File: src/hw/rtl/efp_pkg.sv
// Shared types and constants for the edge filter and pooling stream.
// Used by every module of the block except efp_ram; depends on nothing.

package efp_pkg;

   // Default sizes of the row stores and row counter
   localparam int MAX_COLUMNS_DEF = 1024;
   localparam int MAX_ROWS_DEF    = 4096;

   // Configuration register widths, indexes and reset values
   localparam int FRAME_HEIGHT_W = 13;
   localparam int FRAME_WIDTH_W  = 11;
   localparam int CSR_DATA_W     = 13;
   localparam int CSR_INDEX_W    = 1;
   localparam logic [CSR_INDEX_W-1:0] REG_FRAME_HEIGHT = 1'd0;
   localparam logic [CSR_INDEX_W-1:0] REG_FRAME_WIDTH  = 1'd1;
   localparam logic [FRAME_HEIGHT_W-1:0] FRAME_HEIGHT_RST = 13'd480;
   localparam logic [FRAME_WIDTH_W-1:0]  FRAME_WIDTH_RST  = 11'd640;

   localparam int PIX_W       = 8;
   localparam int QUEUE_DEPTH = 2;
   localparam logic [PIX_W-1:0] CLAMP_TOP = 8'd255;

   // One classified pixel with the neighbors its results need
   typedef struct packed {
      logic             edge_valid;
      logic             edge_last;
      logic             pool_valid;
      logic             pool_last;
      logic [PIX_W-1:0] left_top;    // column x-2, row y-2
      logic [PIX_W-1:0] left_mid;    // column x-2, row y-1
      logic [PIX_W-1:0] left_bot;    // column x-2, row y
      logic [PIX_W-1:0] prev_mid;    // column x-1, row y-1
      logic [PIX_W-1:0] prev_bot;    // column x-1, row y
      logic [PIX_W-1:0] cur_top;     // column x, row y-2
      logic [PIX_W-1:0] cur_mid;     // column x, row y-1
      logic [PIX_W-1:0] cur_bot;     // column x, row y
   } item_type;

   // Queue status seen by the front and the back
   typedef struct packed {
      logic full;
      logic nonempty;
   } queue_status_type;

endpackage

File: src/hw/rtl/efp_back.sv
// Back end: computes the clamped edge value and the 2x2 pooling results
// from the queue head and holds them in the output register.
// Depends on efp_pkg.

module efp_back (
   input  logic                            clock,
   input  logic                            reset,
   input  efp_pkg::item_type               head_item,
   input  efp_pkg::queue_status_type       queue_status,
   output logic                            pop,
   output logic                            rsp_tvalid,
   input  logic                            rsp_tready,
   output logic [31:0]                     rsp_tdata,
   output logic                            rsp_tlast,
   output logic [2:0]                      rsp_tuser
);

   localparam int PW = efp_pkg::PIX_W;

   logic [PW+1:0] left_sum, right_sum, diff, pool_sum;
   logic [PW-1:0] edge_val, max_ab, max_cd, min_ab, min_cd, blk_max, blk_min;
   logic [PW-1:0] edge_out, max_out, min_out, mean_out;

   // Edge: left column minus right column, clamped to the pixel range
   always_comb begin
      left_sum  = (PW+2)'(head_item.left_top) + (PW+2)'(head_item.left_mid)
                + (PW+2)'(head_item.left_bot);
      right_sum = (PW+2)'(head_item.cur_top) + (PW+2)'(head_item.cur_mid)
                + (PW+2)'(head_item.cur_bot);
      diff      = left_sum - right_sum;
      if (left_sum <= right_sum) begin
         edge_val = '0;
      end else if (diff > (PW+2)'(efp_pkg::CLAMP_TOP)) begin
         edge_val = efp_pkg::CLAMP_TOP;
      end else begin
         edge_val = diff[PW-1:0];
      end
   end

   // Pooling over the 2x2 block ending at the current pixel
   always_comb begin
      max_ab   = (head_item.prev_mid > head_item.cur_mid) ? head_item.prev_mid
                                                          : head_item.cur_mid;
      max_cd   = (head_item.prev_bot > head_item.cur_bot) ? head_item.prev_bot
                                                          : head_item.cur_bot;
      min_ab   = (head_item.prev_mid < head_item.cur_mid) ? head_item.prev_mid
                                                          : head_item.cur_mid;
      min_cd   = (head_item.prev_bot < head_item.cur_bot) ? head_item.prev_bot
                                                          : head_item.cur_bot;
      blk_max  = (max_ab > max_cd) ? max_ab : max_cd;
      blk_min  = (min_ab < min_cd) ? min_ab : min_cd;
      pool_sum = (PW+2)'(head_item.prev_mid) + (PW+2)'(head_item.cur_mid)
               + (PW+2)'(head_item.prev_bot) + (PW+2)'(head_item.cur_bot);
   end

   // Zero fields of a part that carries no result
   assign edge_out = head_item.edge_valid ? edge_val : '0;
   assign max_out  = head_item.pool_valid ? blk_max : '0;
   assign min_out  = head_item.pool_valid ? blk_min : '0;
   assign mean_out = head_item.pool_valid ? pool_sum[PW+1:2] : '0;

   // Output register: load from the queue when empty or being drained
   logic        rsp_valid_ff;
   logic [31:0] rsp_data_ff;
   logic        rsp_last_ff;
   logic [2:0]  rsp_user_ff;

   assign pop = queue_status.nonempty & (~rsp_valid_ff | rsp_tready);

   always_ff @(posedge clock) begin
      if (reset) begin
         rsp_valid_ff <= 1'b0;
      end else if (pop) begin
         rsp_valid_ff <= 1'b1;
      end else if (rsp_tready) begin
         rsp_valid_ff <= 1'b0;
      end
   end

   always_ff @(posedge clock) begin
      if (pop) begin
         rsp_data_ff <= {mean_out, min_out, max_out, edge_out};
         rsp_last_ff <= head_item.edge_valid & head_item.edge_last;
         rsp_user_ff <= {head_item.pool_valid & head_item.pool_last,
                         head_item.pool_valid, head_item.edge_valid};
      end
   end

   assign rsp_tvalid = rsp_valid_ff;
   assign rsp_tdata  = rsp_data_ff;
   assign rsp_tlast  = rsp_last_ff;
   assign rsp_tuser  = rsp_user_ff;

endmodule

File: config.mk
export PLATFORM = sky130hd
export DESIGN_NAME = efp_back
export DESIGN_NICKNAME = d
export VERILOG_FILES = /design/src/hw/rtl/efp_pkg.sv /design/src/hw/rtl/efp_back.sv
export SDC_FILE = /design/constraint.sdc
export NUM_CORES = 1
export LEC_CHECK = 0
export ABC_AREA = 1
export CAP_MARGIN = 20
export CORE_UTILIZATION = 45
export DETAILED_ROUTE_END_ITERATION = 7
export DONT_BUFFER_PORTS = 1
export GPL_ROUTABILITY_DRIVEN = 0
export SLEW_MARGIN = 20
export SYNTH_ARGS = -nofsm -noshare
export SYNTH_HDL_FRONTEND = slang
export SYNTH_SLANG_ARGS = --single-unit
File: constraint.sdc
create_clock -name clock -period 5.1 [get_ports clock]
set_clock_uncertainty 0.15 [all_clocks]
set_input_delay 0.765 -clock clock [delete_from_list [all_inputs] [get_ports clock]]
set_output_delay 0.765 -clock clock [all_outputs]
set_load 0.01 [all_outputs]
Word-level counts from Yosys, hierarchy flattened
Cells that the tools add are included.
{"block": "classes", "add_sub_neg": 8, "order_cmp": 8, "muxes": 9, "n_bitwise": 6, "reduce_logical": 2}
{"operator": "$mux W8", "count": 7}
{"operator": "$add A9 B8 Y10", "count": 3}
{"operator": "$add A8 B8 Y9", "count": 3}
{"operator": "$gt A8 B8 Y1", "count": 3}
{"operator": "$lt A8 B8 Y1", "count": 3}
{"operator": "$add A10 B8 Y10", "count": 1}
{"operator": "$gt A10 B8 Y1 const B", "count": 1}
{"operator": "$le A10 B10 Y1", "count": 1}
{"operator": "$sub A10 B10 Y10", "count": 1}
{"operator": "$and A1 B1 Y1", "count": 3}
{"operator": "$mux W1", "count": 2}
{"operator": "$not A1 Y1", "count": 2}
{"operator": "$reduce_bool A2 Y1", "count": 1}
{"operator": "$reduce_or A2 Y1", "count": 1}
{"operator": "$or A1 B1 Y1", "count": 1}
{"block": "word_totals", "regBits": 37, "inputBits": 73, "word_cells": 38}

Logic depth before layout (Yosys ltp)
{"block": "logic_depth", "word_depth": 5, "depth_mapped": 24}

Worst setup path before layout
No wires, ideal clock.
{"block": "synth_timing", "path_type": "input -> register", "startpoint": "input port head_item[41] (netlist name)", "endpoint": "register rsp_data_ff[0] (netlist: rsp_tdata[0]), data pin", "t_arrival_ns": 3.733, "required_ns": 4.700, "setup_slack_ns": 0.968, "stages": 21, "path_buffers": 0, "path_cell_list": "inv_1 fa_1 inv_1 ha_1 inv_1 fa_1 o21ai_0 a21oi_1 o21bai_1 xor2_1 ha_1 nand2_1 nor2_1 nand3_1 o2111ai_1 xnor2_1 nand2_1 inv_1 nand2_1 nand2_1 inv_1"}
{"block": "synth_between", "elab_chain_cells": 4}
{"element": "start, declared", "line_no": "efp_back.sv:8", "rtl": "input efp_pkg::item_type head_item,"}
{"element": "$add A9 B8 Y10 *", "line_no": "efp_back.sv:27", "rtl": "+ (PW+2)'(head_item.left_bot);"}
{"element": "$sub A10 B10 Y10", "line_no": "efp_back.sv:30", "rtl": "diff = left_sum - right_sum;"}
{"element": "$gt A10 B8 Y1", "line_no": "efp_back.sv:33", "rtl": "end else if (diff > (PW+2)'(efp_pkg::CLAMP_TOP)) begin"}
{"element": "$mux W8", "line_no": "efp_back.sv:33"}
{"element": "end signal, assigned", "line_no": "efp_back.sv:82", "rtl": "rsp_data_ff <= {mean_out, min_out, max_out, edge_out};"}
{"element": "end, declared", "line_no": "efp_back.sv:64", "rtl": "logic [31:0] rsp_data_ff;"}
Every way passes the cells marked *; elsewhere a longest branch is shown, timed or not.
A chain may end at the register's enable or synchronous reset.

Worst setup path after layout
{"block": "layout_timing", "startpoint": "input port head_item[1] (netlist name)", "endpoint": "register rsp_data_ff[1] (netlist: rsp_tdata[1]), data pin"}
{"block": "layout_between", "elab_chain_cells": 4}
{"element": "$add A9 B8 Y10 *", "line_no": "efp_back.sv:29", "rtl": "+ (PW+2)'(head_item.cur_bot);"}
{"element": "$sub A10 B10 Y10", "line_no": "efp_back.sv:30"}
{"element": "$gt A10 B8 Y1", "line_no": "efp_back.sv:33"}
{"element": "$mux W8", "line_no": "efp_back.sv:33"}
Marks and branches as above.

==> metrics.csv <==
metric;value;unit
drt total wl;10.54;mm
RSZ-0062 raised after global routing;no;
via count;3738;
Final min period;4.240;ns
Num CTS Buffers;5;
# diodes;0;
crit path launch type;input port;
max_cap viols;0;
CTS resizes;0;
# port buffers;0;
global routing usage on met2;37.33;%
Internal;916.4;uW
clock share of power;12.1;%
nets@finish;758;
sw power;792.7;uW
met1 track utilization from global routing;23.73;%
Comb power frac;61.0;%
Starting Density;47.07;%
Post-Syn Nets;757;
Pwr per Cell Area;347.7;mW/mm^2
wire per inst;14.60;microns
Achievable Freq;235.8;MHz
GRT overflow;0;
slew margin rel.;40.37;%
vias per cell;5.177;
Sinks on Clock Net;37;
Clk pin slew, worst setup/hold paths;0.08;ns
htree depth;2;
Worst Path Max Fanout;6;
first-pass GRT wire length;17.62;mm
Total GRT Usage;20.56;%
TNS Setup;0;ns
Seq pwr share;26.8;%
outcome;complete, no violations;
utilization after layout;49.38;%
most numerous cell in the Yosys netlist;inv_1;
synth unique cells;36;
Worst EP required;5.02;ns
area share of the largest cell type after synthesis;23.07;%
antenna viol nets, final;0;
GR peak layer;met2;
Most used DFF post-synth;edfxtp_1;
flop-to-flop setup slack;3.59;ns
die area;0.01082;sq mm
Critical Path AT;4.16;ns
synthesized area per cell;7.983;sq um
Tcrit/Tclk final;83.14;%
std cell rows;36;
Synth async-reset ratio;0;%
Yosys warning count;0;
Starting DRT DRC Count;151;
CP endpoint kind;register;
layout cells sized above 1;4.244;%
vias in the first global route;3797;
# DRC;0;
Worst Tran Pin Value;0.8885;ns
sequential share of the synthesized area;23.50;%
synth top area cells;edfxtp_1 23%, ha_1 17%, fa_1 15%;
postcts setup bufs;0;
mapped cell area;0.004686;sq mm
Pleak;0.002513;uW
IO Pins;111;
Post-synth EDFFs;36;
pin count of the biggest net entering global routing;38;
drt pass-1 iters;4;
area grow syn2layout;4.913;%
cell count after synthesis;587;
Die H;104.0;microns
TritonCTS clock tree;built;
worst-case clock buffer depth;2;
switching portion of total power;46.38;%
Crit Path Class;input port to register;
Slew Limit Fails;0;
Die Width;104.0;microns
Worst VDD drop;0.2148;mV
CTS Hold Bufs;0;
Min-Delay Path Class;input port to register;
met3 Use GR;3.258;%
initial antenna violation count;0;
leading area contributor after synthesis;edfxtp_1;
CTS Root Buffer Type;clkbuf_8;
Final Hold Violating Endpoints;0;
Yosys reg bits;37;
Clock Latency Late Sink;0.30;ns
hpwl dp;9.120;mm
area of the core;0.009955;sq mm
Commonest cells post-synth;132 x inv_1, 102 x nand2_1, 62 x ha_1;
final setup vio count;0;
state kept, by name, indices dropped and copies added, names as in the netlist:
register,cells
rsp_tuser,3
rsp_tlast,1
rsp_tvalid,1
rsp_tdata,32
final timing paths:
path,startpoint,to,cells past startpoint
setup reg to reg,rsp_tvalid,rsp_tdata[22],2
hold reg to reg,rsp_tvalid,rsp_tvalid,2
hold / removal,reset,rsp_tvalid,1
setup / recovery,head_item[1],rsp_tdata[1],22
routing by layer:
layer / share of wire, % / vias up / wire length (microns)
met3: 4.0 / 23 / 419
met5: 0 / - / 0
met1: 42 / 1719 / 4422
met2: 51 / 108 / 5356
li1: - / 1888 / -
met4: 3.2 / 0 / 339
layout make-up:
type / instances / area [sq um]
Inverter: 133 / 499.2
Clock buffer: 6 / 72.57
Timing Repair Buffer: 3 / 22.52
Fill cell: 974 / 5039
Clock inverter: 2 / 10.01
Sequential cell: 37 / 1101
Multi-Input combinational cell: 408 / 3044
Tap cell: 133 / 166.4
kinds of logic after synthesis:
logic type,count (synthesis),share of synthesized area [%]
buf+inv,142,11.78
compound gates,129,14.71
fa+ha+maj,97,31.51
xor+xnor,19,3.551
flops,37,23.50
simple gates,163,14.95
through the flow:
stage               hold WS [ns]  area (sq um)  total power [uW]  worst slack, ns  std cells
finish                    0.3645          4916              1709           0.8596        722
global route              0.3648          4916              1881           0.5586        722
CTS                       0.3549          4916              1721           0.8601        722
detailed placement        0.3948          4833              1509           0.5391        714
global placement          0.3887          4833              1475           0.6351        714
floorplan                 0.3384          4686              1288           0.9675        587
critical path, stage by stage:
cell and delay (ns):
inv_1 0.05, fa_1 0.54, inv_1 0.04, ha_1 0.21, fa_1 0.41, nand3_1 0.11, nand2_1 0.06, nand2_1 0.08
nand2_1 0.06, a21oi_1 0.22, xor2_1 0.12, ha_1 0.42, nand2_1 0.12, nor2_1 0.15, nand3_1 0.10, o2111ai_1 0.14
xnor2_1 0.15, nand2_1 0.12, inv_1 0.14, nand2_1 0.06, nand2_1 0.05, inv_1 0.04
power groups by stage:
stage	logic [uW]	registers [uW]	clock network (uW)
floorplan	827	461	0
global placement	1010	466	0
detailed placement	1040	467	0
CTS	1050	460	212
global route	1200	463	223
finish	1040	458	208
cells in the final DEF, fill, tap and decap left out, types with 4 or more instances in the layout:
master      n
a21oi_1    54
nand2_2     4
fa_1       35
clkbuf_8    5
xor2_1     10
nand2_1   102
inv_1     132
nand3_1    19
xnor2_1     9
ha_1       62
edfxtp_1   36
a21o_1      4
nor2_1     27
o21ai_0    55
No activity file was read; power rests on OpenSTA's default activity.
