`config.mk`:
```
export PLATFORM = sky130hd
export DESIGN_NAME = efp_queue
export DESIGN_NICKNAME = d
export VERILOG_FILES = /design/src/hw/rtl/efp_pkg.sv /design/src/hw/rtl/efp_queue.sv
export SDC_FILE = /design/constraint.sdc
export NUM_CORES = 1
export LEC_CHECK = 0
export ABC_AREA = 1
export BUFFER_PORTS_ARGS = -buffer_cell sky130_fd_sc_hd__buf_2
export CORE_MARGIN = 8
export CORE_UTILIZATION = 35
export DETAILED_ROUTE_END_ITERATION = 8
export PLACE_DENSITY = 0.6
export REMOVE_ABC_BUFFERS = 1
export SLEW_MARGIN = 20
export SYNTH_ARGS = -nofsm -noshare
export SYNTH_HDL_FRONTEND = slang
export SYNTH_SLANG_ARGS = --single-unit
```
`constraint.sdc`:
```
create_clock -name clock -period 5.6 [get_ports clock]
set_input_delay 1.12 -clock clock [delete_from_list [all_inputs] [get_ports clock]]
set_output_delay 1.12 -clock clock [all_outputs]
set_load 0.1 [all_outputs]
```
`src/hw/rtl/efp_pkg.sv`:
```
// Shared types and constants for the edge filter and pooling stream.
// Used by every module of the block except efp_ram; depends on nothing.

package efp_pkg;

   // Default sizes of the row stores and row counter
   localparam int MAX_COLUMNS_DEF = 1024;
   localparam int MAX_ROWS_DEF    = 4096;

   // Configuration register widths, indexes and reset values
   localparam int FRAME_HEIGHT_W = 13;
   localparam int FRAME_WIDTH_W  = 11;
   localparam int CSR_DATA_W     = 13;
   localparam int CSR_INDEX_W    = 1;
   localparam logic [CSR_INDEX_W-1:0] REG_FRAME_HEIGHT = 1'd0;
   localparam logic [CSR_INDEX_W-1:0] REG_FRAME_WIDTH  = 1'd1;
   localparam logic [FRAME_HEIGHT_W-1:0] FRAME_HEIGHT_RST = 13'd480;
   localparam logic [FRAME_WIDTH_W-1:0]  FRAME_WIDTH_RST  = 11'd640;

   localparam int PIX_W       = 8;
   localparam int QUEUE_DEPTH = 2;
   localparam logic [PIX_W-1:0] CLAMP_TOP = 8'd255;

   // One classified pixel with the neighbors its results need
   typedef struct packed {
      logic             edge_valid;
      logic             edge_last;
      logic             pool_valid;
      logic             pool_last;
      logic [PIX_W-1:0] left_top;    // column x-2, row y-2
      logic [PIX_W-1:0] left_mid;    // column x-2, row y-1
      logic [PIX_W-1:0] left_bot;    // column x-2, row y
      logic [PIX_W-1:0] prev_mid;    // column x-1, row y-1
      logic [PIX_W-1:0] prev_bot;    // column x-1, row y
      logic [PIX_W-1:0] cur_top;     // column x, row y-2
      logic [PIX_W-1:0] cur_mid;     // column x, row y-1
      logic [PIX_W-1:0] cur_bot;     // column x, row y
   } item_type;

   // Queue status seen by the front and the back
   typedef struct packed {
      logic full;
      logic nonempty;
   } queue_status_type;

endpackage

```
`src/hw/rtl/efp_queue.sv`:
```
// Short register queue between the front and back ends.
// Depends on efp_pkg.

module efp_queue (
   input  logic                      clock,
   input  logic                      reset,
   input  logic                      push,
   input  efp_pkg::item_type         push_item,
   input  logic                      pop,
   output efp_pkg::item_type         head_item,
   output efp_pkg::queue_status_type status
);

   localparam int DEPTH = efp_pkg::QUEUE_DEPTH;
   localparam int PTR_W = (DEPTH > 1) ? $clog2(DEPTH) : 1;
   localparam int CNT_W = $clog2(DEPTH + 1);

   efp_pkg::item_type slot_ff [DEPTH];
   logic [PTR_W-1:0]  wr_ptr_ff, wr_ptr_in, rd_ptr_ff, rd_ptr_in;
   logic [CNT_W-1:0]  count_ff, count_in;

   // Advance pointers with wrap and track fill
   always_comb begin
      wr_ptr_in = wr_ptr_ff;
      rd_ptr_in = rd_ptr_ff;
      count_in  = count_ff;
      if (push) begin
         wr_ptr_in = (32'(wr_ptr_ff) == DEPTH - 1) ? '0 : wr_ptr_ff + PTR_W'(1);
      end
      if (pop) begin
         rd_ptr_in = (32'(rd_ptr_ff) == DEPTH - 1) ? '0 : rd_ptr_ff + PTR_W'(1);
      end
      if (push & ~pop) begin
         count_in = count_ff + CNT_W'(1);
      end else if (pop & ~push) begin
         count_in = count_ff - CNT_W'(1);
      end
   end

   always_ff @(posedge clock) begin
      if (reset) begin
         wr_ptr_ff <= '0;
         rd_ptr_ff <= '0;
         count_ff  <= '0;
      end else begin
         wr_ptr_ff <= wr_ptr_in;
         rd_ptr_ff <= rd_ptr_in;
         count_ff  <= count_in;
      end
   end

   // Hold pushed items
   always_ff @(posedge clock) begin
      if (push) begin
         slot_ff[wr_ptr_ff] <= push_item;
      end
   end

   assign head_item       = slot_ff[rd_ptr_ff];
   assign status.full     = (32'(count_ff) == DEPTH);
   assign status.nonempty = (count_ff != '0);

endmodule

```
Yosys cells after proc, flatten, opt, wreduce, memory -nomap -nowiden. Memories as Yosys holds them, arrays and structs flattened. A register that Yosys moved wholly into a read port is not among the register bits. Cells that the tools add are included.

$add $sub $neg: 4. Equal/unequal tests: 1. Muxes and demuxes: 8. Bitwise operators: 4. Reduce and logical (&&, ||, !) cells: 2.

Operators with widths (number): $mux W1 (6); $mux W2 (2); $reduce_bool A2 Y1 (2); $add A1 B1 Y1 const B (2); $add A2 B1 Y2 const B (1); $and A1 B1 Y1 (2); $eq A2 B2 Y1 const B (1); $not A1 Y1 (2); $sub A2 B1 Y2 const B (1).

Register bits: 4. RAM bits: 136. Input port bits: 72. Output and inout port bits: 70. Logic and storage cells: 23. Memories: 1.

Memory list: slot_ff (words 2, bits a word 68, rd ports 1, clocked after Yosys merged registers in 1, write ports 1, RTL line efp_queue.sv:18) `efp_pkg::item_type slot_ff [DEPTH];`.

Depth between registers and ports, before layout. Gate-level depths: netlist of the first run.

Word-level depth: 4. Mapped depth: 8. Depth with buffers taken out: 8.

Worst setup path before layout of the first run. Ideal clock, no wire load.

Kind: in2reg. Start point: in push. End point: mem slot_ff[0][0] (netlist bit) (enable). Setup time: 0.496 ns. Arrival time: 4.011 ns. Required time: 5.104 ns. Slack: 1.093 ns. Cell stages on the path: 2. Path buffers: 0. Cells stage by stage: inv_1 -> nor2_1.

Longest elaborated chain between the ends: 2.

RTL lines: from (decl) (RTL line efp_queue.sv:7) `input logic push,`; $mux W1 (RTL line efp_queue.sv:54) `if (push) begin`; $mux W1 (not written as such) (RTL line efp_queue.sv:55) `slot_ff[wr_ptr_ff] <= push_item;`; to (decl) (RTL line efp_queue.sv:18).

Every way passes these cells.

==> results_tabular.tex, run 1 <==
\begin{tabular}{lr}
\hline
Metric & Value \\
\hline
\multicolumn{2}{l}{\textbf{STA}} \\
Worst-margin pin slew & 1.03 ns \\
RSZ-0062 raised after global routing & no \\
Maximum achievable frequency & between 0.2 and 0.3 GHz \\
Clock Skews & a little under 0.009 ns \\
Fin crit period & roughly 3.4 ns \\
Setup TNS & 0 ns \\
Slew Limit Headroom & 0.310 \\
Hold Slack & roughly 0.55 ns \\
Portion of the clock cycle consumed by the worst path in the final layout & 0.598 \\
Number of slew-limit violations in the final report & 0 \\
Final-report setup violation count & 0 \\
Final Hold Fails & 0 \\
\multicolumn{2}{l}{\textbf{Synthesis}} \\
Number of flip-flops and latches in the synthesized netlist & approximately 140 \\
Cells after Synth & 245 \\
Ys Warns & 0 \\
XOR/XNOR share of the synthesized area & 0.00168 \\
Dominant combinational cell family by area after synthesis & multiplexers \\
Most area-hungry cell type in the Yosys netlist & sky130\_fd\_sc\_hd\_\_edfxtp\_1 \\
Synthesized-area fraction occupied by adder cells & 0.00240 \\
Post-synthesis mux area share & 0.161 \\
Synth Area in Compound Gates & 0.00192 \\
Synth Area per Inst & 21.3 µm² \\
Portion of the post-synthesis area used by sequential elements & 0.801 \\
Cells taking the most area after synthesis & sky130\_fd\_sc\_hd\_\_edfxtp\_1 78\%, sky130\_fd\_sc\_hd\_\_mux2\_2 10\%, sky130\_fd\_sc\_hd\_\_mux2\_4 5.7\% \\
Simple-Gate Fraction of Synth Area & 0.0117 \\
Count of cell types in the netlist & 17 \\
Area of the mapped netlist & about 5200 µm² \\
Share of the synthesized area in the top cell type & 0.782 \\
\multicolumn{2}{l}{\textbf{Cells and area}} \\
Syn-to-layout area delta & 27.6\% \\
Fill cell total of the finished layout & approximately 1,300 \\
Diode count & 0 \\
Fraction of layout cells with a size suffix above 1 & 0.593 \\
Net count, final & roughly 470 \\
\multicolumn{2}{l}{\textbf{Clocking}} \\
Maximum root-to-sink buffer count & 2 \\
Clock sink count & between 100 and 150 \\
Hold buffers post-CTS & 0 \\
Clock transition at the registers of the reported paths & 0.06 ns \\
Latest clock arrival within the worst-skew pair & 0.41 ns \\
Total number of H-tree levels & 4 \\
Clock buffers created by TritonCTS & 17 \\
Root buffer cell & sky130\_fd\_sc\_hd\_\_clkbuf\_16 \\
Buffer count from post-CTS setup fixing & 0 \\
Resized Gates After CTS & 0 \\
Clock tree from TritonCTS & built \\
\multicolumn{2}{l}{\textbf{Worst hold path}} \\
Number of cells on the worst hold path & 2 \\
Worst Hold Class & reg -> reg \\
\multicolumn{2}{l}{\textbf{Drt}} \\
Highest metal layer with signal wires & met4 \\
Post-detailed-route count of antenna-violating nets & 0 \\
Vias & 2,698 \\
DR WL met2 & 4.82 mm \\
Number of DRC violations after detailed routing & 0 \\
Number of detailed-route iterations in the first pass & 5 \\
Post-route met1 wirelength & 4.17 mm \\
WL final & just under 10 mm \\
Routed wire per std cell & approximately 16 µm \\
Wire length on met3 & between 700 and 800 µm \\
Average vias per placed instance & roughly 4.5 \\
DRT iter0 DRCs & approximately 100 \\
\multicolumn{2}{l}{\textbf{Worst setup path}} \\
Worst Setup Start Kind & flip-flop \\
Termination of the worst setup path & head\_item[52] \\
Number of buffer and inverter stages on the critical path & 1 \\
Slowest Stage Delay on Critical Path & $\sim$0.96 ns \\
Critical Path Fanout Max & just under 70 \\
Series of cell instances along the critical path & mux2\_2 -> buf\_2 \\
Terminus of the critical flop-to-flop path & slot\_ff[1][1] \\
Worst Setup Path Type & reg -> out \\
Launching point of the worst reg2reg path & wr\_ptr\_ff \\
Endpoint kind of the worst setup timing path & output port \\
Instance count on the critical path & 2 \\
Register-to-register setup slack & between 3 and 4 ns \\
Cell with the largest stage delay on the worst path & sky130\_fd\_sc\_hd\_\_dfxtp\_4 \\
Required time of the worst setup path & between 4 and 5 ns \\
Gate family responsible for the most delay along the worst path & flip-flops \\
Logic depth of the worst register-to-register path & 3 \\
Endpoint arrival time on the critical path & 2.23 ns \\
\multicolumn{2}{l}{\textbf{Floorplanning}} \\
Die Area & between 15,000 and 20,000 µm² \\
Die height & 138 µm \\
Initial cell density of the core & 0.359 \\
I/O pins & about 140 \\
Horiz. Die Dim & around 140 µm \\
Number of standard-cell rows in the floorplan & 44 \\
Core box area & roughly 15,000 µm² \\
\multicolumn{2}{l}{\textbf{Place}} \\
GPL Wtd Cong & roughly 0.67 \\
Count of buffers from port buffering & approximately 140 \\
HPWL after detailed placement & roughly 6.7 mm \\
\multicolumn{2}{l}{\textbf{GRT}} \\
Number of global-route vias before repair & around 3,000 \\
Pin count of the biggest net entering global routing & between 60 and 70 \\
Initial antenna violation count & 0 \\
GRT overflow & 0 \\
Total routing usage reported by global routing & 0.106 \\
First-pass GRT wire length & 15.6 mm \\
\multicolumn{2}{l}{\textbf{Power and ir drop}} \\
Total power density per cell area & 425 nW/µm² \\
Cell leakage power & about 2.6 nW \\
Maximum vdd ir drop & 0.202 mV \\
\multicolumn{2}{l}{\textbf{Run status}} \\
Run status & finished, final reports clean \\
\multicolumn{2}{l}{\textbf{Flow run}} \\
Max\_cap viols & 0 \\
\hline
\end{tabular}
-- per-layer routing --
metal	GRT usage	up-vias
met4	0.0360	0
met2	0.172	99
met5	0	-
met1	0.116	1322
li1	-	1267
met3	0.0562	10
-- flip-flops by register name (all words and copies together), names as in the netlist, named ones only --
register	count
count_ff	2
rd_ptr_ff	1
wr_ptr_ff	1
slot_ff	136
-- logic make-up after synthesis --
| kind of cell | after synthesis |
|---|---|
| XOR/XNOR | 1 |
| buffers and inverters | 17 |
| AND/OR/NAND/NOR | 15 |
| adder cells (fa/ha/maj) | 1 |
| multiplexers | 68 |
| AO/OA/AOI/OAI | 2 |
| flip-flops | 141 |
-- worst min path at each step --
stage | from | endpoint | slack, ns
detailed placement | count_ff[1] | count_ff[1] | 0.54
floorplan | rd_ptr_ff | flip-flop | 0.48
finish | count_ff[0] | count_ff[0] | 0.55
CTS | count_ff[1] | count_ff[1] | 0.55
global route | rd_ptr_ff | flip-flop | 0.59
global placement | rd_ptr_ff | rd_ptr_ff | 0.49
-- through the flow --
stage	utilization	area, µm²	setup WS [ns]	power [mW]	cells
after detailed placement	0.421	6110	2.49	1.87	564
final	0.459	6670	2.25	2.84	597
after floorplan	-	5150	1.09	1.77	237
after global placement	0.421	6110	2.52	1.87	564
after global routing	0.459	6670	2.12	2.94	597
after CTS	0.457	6650	2.19	2.87	596
-- cell usage in the layout (no fill, tap or decap), types with 2 or more instances in the layout --
cell                        instances
sky130_fd_sc_hd__buf_2            141
sky130_fd_sc_hd__edfxtp_1         136
sky130_fd_sc_hd__mux2_2            48
sky130_fd_sc_hd__mux2_4            20
sky130_fd_sc_hd__clkbuf_16         17
sky130_fd_sc_hd__clkinv_2           9
sky130_fd_sc_hd__inv_1              8
sky130_fd_sc_hd__nand2_1            6
sky130_fd_sc_hd__nor2_1             5
sky130_fd_sc_hd__dfxtp_1            4
sky130_fd_sc_hd__clkinv_4           2
sky130_fd_sc_hd__buf_4              2
-- synth_stat cells --
master and number:
sky130_fd_sc_hd__edfxtp_1 136, sky130_fd_sc_hd__mux2_2 48, sky130_fd_sc_hd__mux2_4 20, sky130_fd_sc_hd__inv_1 9, sky130_fd_sc_hd__nand2_1 6, sky130_fd_sc_hd__nor2_1 6, sky130_fd_sc_hd__dfxtp_1 5, sky130_fd_sc_hd__buf_2 4
sky130_fd_sc_hd__buf_6 2, sky130_fd_sc_hd__buf_8 2, sky130_fd_sc_hd__a21oi_1 1, sky130_fd_sc_hd__ha_1 1, sky130_fd_sc_hd__nand3_1 1, sky130_fd_sc_hd__nand4_1 1, sky130_fd_sc_hd__nor3_1 1, sky130_fd_sc_hd__o21ai_0 1
sky130_fd_sc_hd__xnor2_1 1
-- worst min-delay path, stage by stage, from the launching register on --
cell	delay, ns
sky130_fd_sc_hd__dfxtp_1	0.32
sky130_fd_sc_hd__inv_1	0.11
sky130_fd_sc_hd__a21oi_1	0.08
-- power breakdown --
part	total, mW	switching [mW]	internal, mW	leakage, nW
clock	0.990	0.390	0.601	0.270
combinational	0.591	0.471	0.120	0.993
sequential	1.25	0.0336	1.22	1.32
total	2.84	0.894	1.94	2.58
-- cell type report --
| cell class | count | area [µm²] | area share |
|---|---|---|---|
| flip-flops and latches | 141 | 4190 | 0.628 |
| multi-input cells | 87 | 941 | 0.141 |
| repair buffers | 144 | 741 | 0.111 |
| clock buffers | 18 | 429 | 0.0644 |
| well taps | 184 | 230 | 0.0345 |
| clock inverters | 14 | 104 | 0.0156 |
| inverters | 9 | 33.8 | 0.00507 |
No activity file was read; power rests on OpenSTA's default activity.
==> inputs of run 2 (changes only) <==
- ABC_AREA: 1 -> 0
- clock period: 5.6 -> 3.1 ns (I/O delays scaled with it)
==> results_tabular.tex, run 2 <==
\begin{tabular}{lr}
\hline
Metric & Value \\
\hline
\multicolumn{2}{l}{\textbf{Drt}} \\
Number of detailed-route iterations in the first pass & 4 (-1) \\
Average vias per placed instance & 4.53 (+0.35\%) \\
Number of DRC violations after detailed routing & 0 (unchanged) \\
Post-detailed-route count of antenna-violating nets & 0 (unchanged) \\
Vias & 2,662 (-1.3\%) \\
Routed wire per std cell & 17.4 µm (+5.3\%) \\
DRT iter0 DRCs & 128 (+27\%) \\
WL final & 10.2 mm (+3.6\%) \\
\multicolumn{2}{l}{\textbf{Flow run}} \\
Max\_cap viols & 0 (unchanged) \\
\multicolumn{2}{l}{\textbf{Worst setup path}} \\
Worst Setup Path Type & reg -> out \\
Termination of the worst setup path & head\_item[18] \\
Logic depth of the worst register-to-register path & 2 (-1) \\
Register-to-register setup slack & 1.57 ns (-2.01 ns) \\
Launching point of the worst reg2reg path & wr\_ptr\_ff \\
Terminus of the critical flop-to-flop path & slot\_ff[1][47] \\
Required time of the worst setup path & 2.48 ns (-2.00 ns) \\
Endpoint kind of the worst setup timing path & output port \\
Critical Path Fanout Max & 29 (-57\%) \\
Worst Setup Start Kind & flip-flop \\
Endpoint arrival time on the critical path & 1.84 ns (-0.39 ns) \\
\multicolumn{2}{l}{\textbf{Place}} \\
HPWL after detailed placement & 6.68 mm (about the same) \\
GPL Wtd Cong & 0.650 (-2.3\%) \\
Count of buffers from port buffering & 141 (unchanged) \\
\multicolumn{2}{l}{\textbf{STA}} \\
Fin crit period & roughly 2.5 ns \\
Setup TNS & 0 ns (unchanged) \\
Clock Skews & 0.00445 ns (-0.00445 ns) \\
Final Hold Fails & 0 (unchanged) \\
Slew Limit Headroom & 0.656 (+0.346) \\
Maximum achievable frequency & 0.407 GHz \\
Worst-margin pin slew & 0.520 ns (-0.515 ns) \\
RSZ-0062 raised after global routing & no \\
Number of slew-limit violations in the final report & 0 (unchanged) \\
Final-report setup violation count & 0 (unchanged) \\
Portion of the clock cycle consumed by the worst path in the final layout & 0.793 \\
\multicolumn{2}{l}{\textbf{Floorplanning}} \\
Number of standard-cell rows in the floorplan & 44 (unchanged) \\
Die Area & 19,000 µm² (-0.32\%) \\
Initial cell density of the core & 0.358 (-0.00129) \\
Die height & 138 µm (-0.16\%) \\
I/O pins & 142 (unchanged) \\
Horiz. Die Dim & 138 µm (-0.16\%) \\
Core box area & 14,500 µm² (unchanged) \\
\multicolumn{2}{l}{\textbf{GRT}} \\
Initial antenna violation count & 0 (unchanged) \\
GRT overflow & 0 (unchanged) \\
Number of global-route vias before repair & 2,917 (-2.4\%) \\
First-pass GRT wire length & 15.0 mm (-3.9\%) \\
Pin count of the biggest net entering global routing & 69 (unchanged) \\
Total routing usage reported by global routing & 0.108 (+0.00282) \\
\multicolumn{2}{l}{\textbf{Synthesis}} \\
Async set-reset flop share out of synthesis & 0 (unchanged) \\
Main flop type after synthesis & sky130\_fd\_sc\_hd\_\_edfxtp\_1 \\
Count of cell types in the netlist & 18 (+1) \\
Share of the synthesized area in the top cell type & 0.785 (+0.00282) \\
Cell types with the highest counts after synthesis & 136 x sky130\_fd\_sc\_hd\_\_edfxtp\_1, 48 x sky130\_fd\_sc\_hd\_\_mux2\_2, 20 x sky130\_fd\_sc\_hd\_\_mux2\_4 \\
Cells taking the most area after synthesis & sky130\_fd\_sc\_hd\_\_edfxtp\_1 78\%, sky130\_fd\_sc\_hd\_\_mux2\_2 10\%, sky130\_fd\_sc\_hd\_\_mux2\_4 5.8\% \\
Area of the mapped netlist & 5200 µm² (-0.36\%) \\
Synth Area per Inst & 22.2 µm² (+4.3\%) \\
Most area-hungry cell type in the Yosys netlist & sky130\_fd\_sc\_hd\_\_edfxtp\_1 \\
Number of synthesized flops with an enable pin & 136 (unchanged) \\
Cell with the most instances after synthesis & sky130\_fd\_sc\_hd\_\_edfxtp\_1 \\
Cells after Synth & 234 (-4.5\%) \\
Ys Warns & 0 (unchanged) \\
Portion of the post-synthesis area used by sequential elements & 0.804 (+0.00289) \\
Number of flip-flops and latches in the synthesized netlist & 141 (unchanged) \\
\multicolumn{2}{l}{\textbf{Clocking}} \\
Clock tree from TritonCTS & built \\
Latest clock arrival within the worst-skew pair & 0.41 ns (about the same) \\
Clock buffers created by TritonCTS & 17 (unchanged) \\
Total number of H-tree levels & 4 (unchanged) \\
Maximum root-to-sink buffer count & 2 (unchanged) \\
Buffer count from post-CTS setup fixing & 0 (unchanged) \\
Root buffer cell & sky130\_fd\_sc\_hd\_\_clkbuf\_16 \\
Resized Gates After CTS & 0 (unchanged) \\
Clock transition at the registers of the reported paths & 0.06 ns (about the same) \\
Hold buffers post-CTS & 0 (unchanged) \\
Clock sink count & 141 (unchanged) \\
\multicolumn{2}{l}{\textbf{Worst hold path}} \\
Worst Hold Class & in -> reg \\
\multicolumn{2}{l}{\textbf{Cells and area}} \\
Syn-to-layout area delta & 29.3\% \\
Fraction of layout cells with a size suffix above 1 & 0.605 (+0.0122) \\
Largest registers & slot\_ff (136), count\_ff (2) \\
Final core area utilization & 0.463 (+0.00448) \\
Fill cell total of the finished layout & 1,312 (+0.46\%) \\
Sequential cell area & 4190 µm² (unchanged) \\
Net count, final & 463 (-2.1\%) \\
Footprint of the multi-input gates & 955 µm² (+1.5\%) \\
Most common library cell in the layout ignoring fill and taps & sky130\_fd\_sc\_hd\_\_buf\_2 \\
Most frequent cells in the layout & 141 x sky130\_fd\_sc\_hd\_\_buf\_2, 136 x sky130\_fd\_sc\_hd\_\_edfxtp\_1, 48 x sky130\_fd\_sc\_hd\_\_mux2\_2 \\
Largest register by flop count & slot\_ff \\
Number of flip-flops under the largest register name & 136 (unchanged) \\
Diode count & 0 (unchanged) \\
\multicolumn{2}{l}{\textbf{Power and ir drop}} \\
Total power of the final layout & 5.42 mW (+91\%) \\
Maximum vdd ir drop & 0.438 mV (+120\%) \\
Cell leakage power & 2.57 nW (-0.31\%) \\
Total power density per cell area & 806 nW/µm² (+89\%) \\
\multicolumn{2}{l}{\textbf{Run status}} \\
Run status & finished, final reports clean \\
\hline
\end{tabular}
[run 2: changes by cell type in the layout (fill, tap and decap cells not counted), moves of 2 or more]
cell	delta
sky130_fd_sc_hd__inv_1	-7
sky130_fd_sc_hd__clkinv_2	-6
sky130_fd_sc_hd__nand2_1	-6
sky130_fd_sc_hd__buf_12	+2
sky130_fd_sc_hd__bufinv_16	+2
sky130_fd_sc_hd__clkinv_1	+2
sky130_fd_sc_hd__xor2_1	+2
[run 2: per-layer routing]
layer / wire (µm) / GRT usage / share of wire
met1: 3860 / 0.110 / 0.38
met2: 5180 / 0.181 / 0.51
met3: 970 / 0.0540 / 0.095
met4: 180 / 0.0573 / 0.018
met5: 0 / 0 / 0
[run 2: how the worst min path moves through the flow]
stage / cells after the start / endpoint / slack (ns) / startpoint
floorplan: 2 / count_ff[1] / 0.46 / count_ff[1]
global placement: 2 / count_ff[1] / 0.47 / count_ff[1]
detailed placement: 2 / rd_ptr_ff / 0.50 / rd_ptr_ff
CTS: 1 / slot_ff[0][20] / 0.37 / push_item[20]
global route: 1 / slot_ff[1][20] / 0.37 / push_item[20]
finish: 1 / slot_ff[0][15] / 0.40 / push_item[15]
[run 2: where the power goes]
part / internal, mW / switching, mW
combinational: 0.238 / 0.954
sequential: 2.22 / 0.0295
clock: 1.25 / 0.727
[run 2: cell families after synthesis]
group / after synthesis / share of synthesized area
AND/OR/NAND/NOR: 9 / 0.00890
AO/OA/AOI/OAI: 2 / 0.00192
buffers and inverters: 9 / 0.0147
multiplexers: 68 / 0.162
flip-flops: 141 / 0.804
XOR/XNOR: 4 / 0.00673
adder cells (fa/ha/maj): 1 / 0.00240
[run 2: layout make-up]
| class | count | share of cell area |
|---|---|---|
| inverters | 1 | 0.000558 |
| flip-flops and latches | 141 | 0.622 |
| multi-input cells | 84 | 0.142 |
| clock buffers | 19 | 0.0643 |
| repair buffers | 145 | 0.115 |
| well taps | 184 | 0.0342 |
| clock inverters | 13 | 0.0221 |
[run 2: stage by stage]
step	area, µm²	hold slack (ns)	std cells	worst slack (ns)
floorplan	5130	0.456	226	-1.01
finish	6730	0.397	587	0.642
CTS	6730	0.369	587	0.583
global placement	6150	0.475	555	1.05
global route	6730	0.368	587	0.547
detailed placement	6150	0.498	555	1.04
[run 2: critical path, cell delays in order, from the launching register on]
cell and delay [ns]:
sky130_fd_sc_hd__dfxtp_4 0.35, sky130_fd_sc_hd__buf_4 0.38, sky130_fd_sc_hd__mux2_2 0.39, sky130_fd_sc_hd__buf_2 0.29
==> inputs of run 3 (changes only) <==
- clock period: 3.1 -> 2.3 ns (I/O delays scaled with it)
==> results_tabular.tex, run 3 (synthesis results as in run 2) <==
\begin{tabular}{lr}
\hline
Metric & Value \\
\hline
\multicolumn{2}{l}{\textbf{Run status}} \\
Run status & finished, final reports clean \\
\multicolumn{2}{l}{\textbf{Place}} \\
Count of buffers from port buffering & 141 (unchanged) \\
HPWL after detailed placement & 6.97 mm (+4.5\%) \\
GPL Wtd Cong & 0.651 (+0.17\%) \\
Placed Instance Area & 6390 µm² (+3.9\%) \\
Placement-stage worst setup slack & 0.511 ns (-0.530 ns) \\
\multicolumn{2}{l}{\textbf{Flow run}} \\
Max\_cap viols & 0 (unchanged) \\
\multicolumn{2}{l}{\textbf{STA}} \\
RSZ-0062 raised after global routing & no \\
Hold Slack & 0.230 ns (-0.168 ns) \\
Slew Limit Headroom & 0.666 (+0.00975) \\
Maximum achievable frequency & 0.457 GHz \\
Setup TNS & 0 ns (unchanged) \\
Clock Skews & 0.00756 ns (+0.00310 ns) \\
Final Hold Fails & 0 (unchanged) \\
Final-report setup violation count & 0 (unchanged) \\
Worst-margin pin slew & 0.501 ns (-0.0182 ns) \\
Setup ws final & 0.114 ns (-0.528 ns) \\
Portion of the clock cycle consumed by the worst path in the final layout & 0.950 \\
Fin crit period & roughly 2.2 ns \\
Number of slew-limit violations in the final report & 0 (unchanged) \\
\multicolumn{2}{l}{\textbf{Worst hold path}} \\
Number of cells on the worst hold path & 1 (unchanged) \\
Worst Hold Class & in -> reg \\
\multicolumn{2}{l}{\textbf{Cells and area}} \\
Diode count & 0 (unchanged) \\
Most frequent cells in the layout & 136 x sky130\_fd\_sc\_hd\_\_edfxtp\_1, 126 x sky130\_fd\_sc\_hd\_\_buf\_2, 48 x sky130\_fd\_sc\_hd\_\_mux2\_2 \\
Syn-to-layout area delta & 34.3\% \\
Net count, final & 465 (+0.43\%) \\
Largest register by flop count & slot\_ff \\
Footprint of the multi-input gates & 955 µm² (unchanged) \\
Final core area utilization & 0.481 (+0.0179) \\
Fraction of layout cells with a size suffix above 1 & 0.616 (+0.0109) \\
Most common library cell in the layout ignoring fill and taps & sky130\_fd\_sc\_hd\_\_edfxtp\_1 \\
Largest registers & slot\_ff (136), count\_ff (2) \\
Fill cell total of the finished layout & 1,271 (-3.1\%) \\
Cell area after layout & 6990 µm² (+3.9\%) \\
Number of flip-flops under the largest register name & 136 (unchanged) \\
Sequential cell area & 4190 µm² (unchanged) \\
\multicolumn{2}{l}{\textbf{Power and ir drop}} \\
Maximum vdd ir drop & 0.540 mV (+23\%) \\
Total power density per cell area & 1080 nW/µm² (+34\%) \\
Cell leakage power & 2.68 nW (+4.0\%) \\
\multicolumn{2}{l}{\textbf{Floorplanning}} \\
I/O pins & 142 (unchanged) \\
Die height & 138 µm (unchanged) \\
Horiz. Die Dim & 138 µm (unchanged) \\
Die Area & 19,000 µm² (unchanged) \\
Number of standard-cell rows in the floorplan & 44 (unchanged) \\
Initial cell density of the core & 0.358 (unchanged) \\
Core box area & 14,500 µm² (unchanged) \\
\multicolumn{2}{l}{\textbf{Worst setup path}} \\
Endpoint arrival time on the critical path & 1.73 ns (-0.11 ns) \\
Cell with the largest stage delay on the worst path & sky130\_fd\_sc\_hd\_\_mux2\_2 \\
Required time of the worst setup path & 1.84 ns (-0.64 ns) \\
Worst Setup Start Kind & flip-flop \\
Worst Setup Path Type & reg -> out \\
Logic depth of the worst register-to-register path & 2 (unchanged) \\
Endpoint kind of the worst setup timing path & output port \\
Slowest Stage Delay on Critical Path & 0.38 ns (about the same) \\
Critical Path Fanout Max & 41 (+41\%) \\
Gate family responsible for the most delay along the worst path & buffers and inverters \\
Instance count on the critical path & 3 (unchanged) \\
Number of buffer and inverter stages on the critical path & 2 (unchanged) \\
Series of cell instances along the critical path & buf\_12 -> mux2\_2 -> buf\_2 \\
\multicolumn{2}{l}{\textbf{GRT}} \\
Total routing usage reported by global routing & 0.109 (+0.00104) \\
First-pass GRT wire length & 15.4 mm (+2.9\%) \\
GRT overflow & 0 (unchanged) \\
Pin count of the biggest net entering global routing & 42 (-39\%) \\
Number of global-route vias before repair & 3,010 (+3.2\%) \\
Initial antenna violation count & 0 (unchanged) \\
\multicolumn{2}{l}{\textbf{Clocking}} \\
Hold buffers post-CTS & 0 (unchanged) \\
Root buffer cell & sky130\_fd\_sc\_hd\_\_clkbuf\_16 \\
Total number of H-tree levels & 4 (unchanged) \\
Clock sink count & 141 (unchanged) \\
Latest clock arrival within the worst-skew pair & 0.41 ns (about the same) \\
Resized Gates After CTS & 0 (unchanged) \\
Clock tree from TritonCTS & built \\
Clock transition at the registers of the reported paths & 0.06 ns (about the same) \\
Buffer count from post-CTS setup fixing & 0 (unchanged) \\
Maximum root-to-sink buffer count & 2 (unchanged) \\
Clock buffers created by TritonCTS & 17 (unchanged) \\
\multicolumn{2}{l}{\textbf{Drt}} \\
Routed wire per std cell & 17.4 µm (about the same) \\
Average vias per placed instance & 4.52 (-0.36\%) \\
Vias & 2,657 (-0.19\%) \\
Post-detailed-route count of antenna-violating nets & 0 (unchanged) \\
DRT iter0 DRCs & 145 (+13\%) \\
Number of detailed-route iterations in the first pass & 4 (unchanged) \\
Number of DRC violations after detailed routing & 0 (unchanged) \\
WL final & 10.2 mm (+0.24\%) \\
\hline
\end{tabular}
-- run 3: cell types whose count changed in the layout (fill, tap and decap cells not counted), sizes merged --
cell | before | now
buf | 145 | 147
bufinv | 3 | 4
clkbuf | 19 | 17
clkinv | 8 | 7
clkinvlp | 2 | 3
-- run 3: worst paths after layout --
path                 startpoint             end  slack [ns]
setup / recovery      flip-flop   head_item[55]        0.11
hold reg to reg     count_ff[1]     count_ff[1]        0.50
hold / removal    push_item[33]  slot_ff[1][33]        0.23
setup reg to reg      wr_ptr_ff  slot_ff[1][12]        0.89
-- run 3: routing by layer --
metal  wire length [µm]  part of all wire  global-route usage  up-vias
met4                 80            0.0078              0.0430        0
met3                947             0.093              0.0543        8
met1               4010              0.39               0.118     1310
li1                   -                 -                   -     1240
met5                  0                 0                   0        -
met2               5170              0.51               0.181       99
-- run 3: cell type report --
type | instances | share of cell area
sequential | 141 | 0.599
timing repair buffer | 147 | 0.145
multi-input combinational | 84 | 0.137
clock buffer | 17 | 0.0608
tap | 184 | 0.0329
clock inverter | 14 | 0.0252
inverter | 1 | 0.000537
-- run 3: power breakdown --
part           internal [mW]  leakage [nW]  total (mW)  switching [mW]
logic                  0.416          1.07        1.71            1.30
clock network           1.79         0.291        2.78           0.988
registers               3.00          1.32        3.04          0.0409
total                   5.20          2.68        7.53            2.33
-- run 3: stage by stage --
step                      power, mW  std cells
after floorplan                4.43        226
final                          7.53        588
after global routing           7.77        588
after CTS                      7.62        588
after global placement         4.81        557
after detailed placement       4.83        557
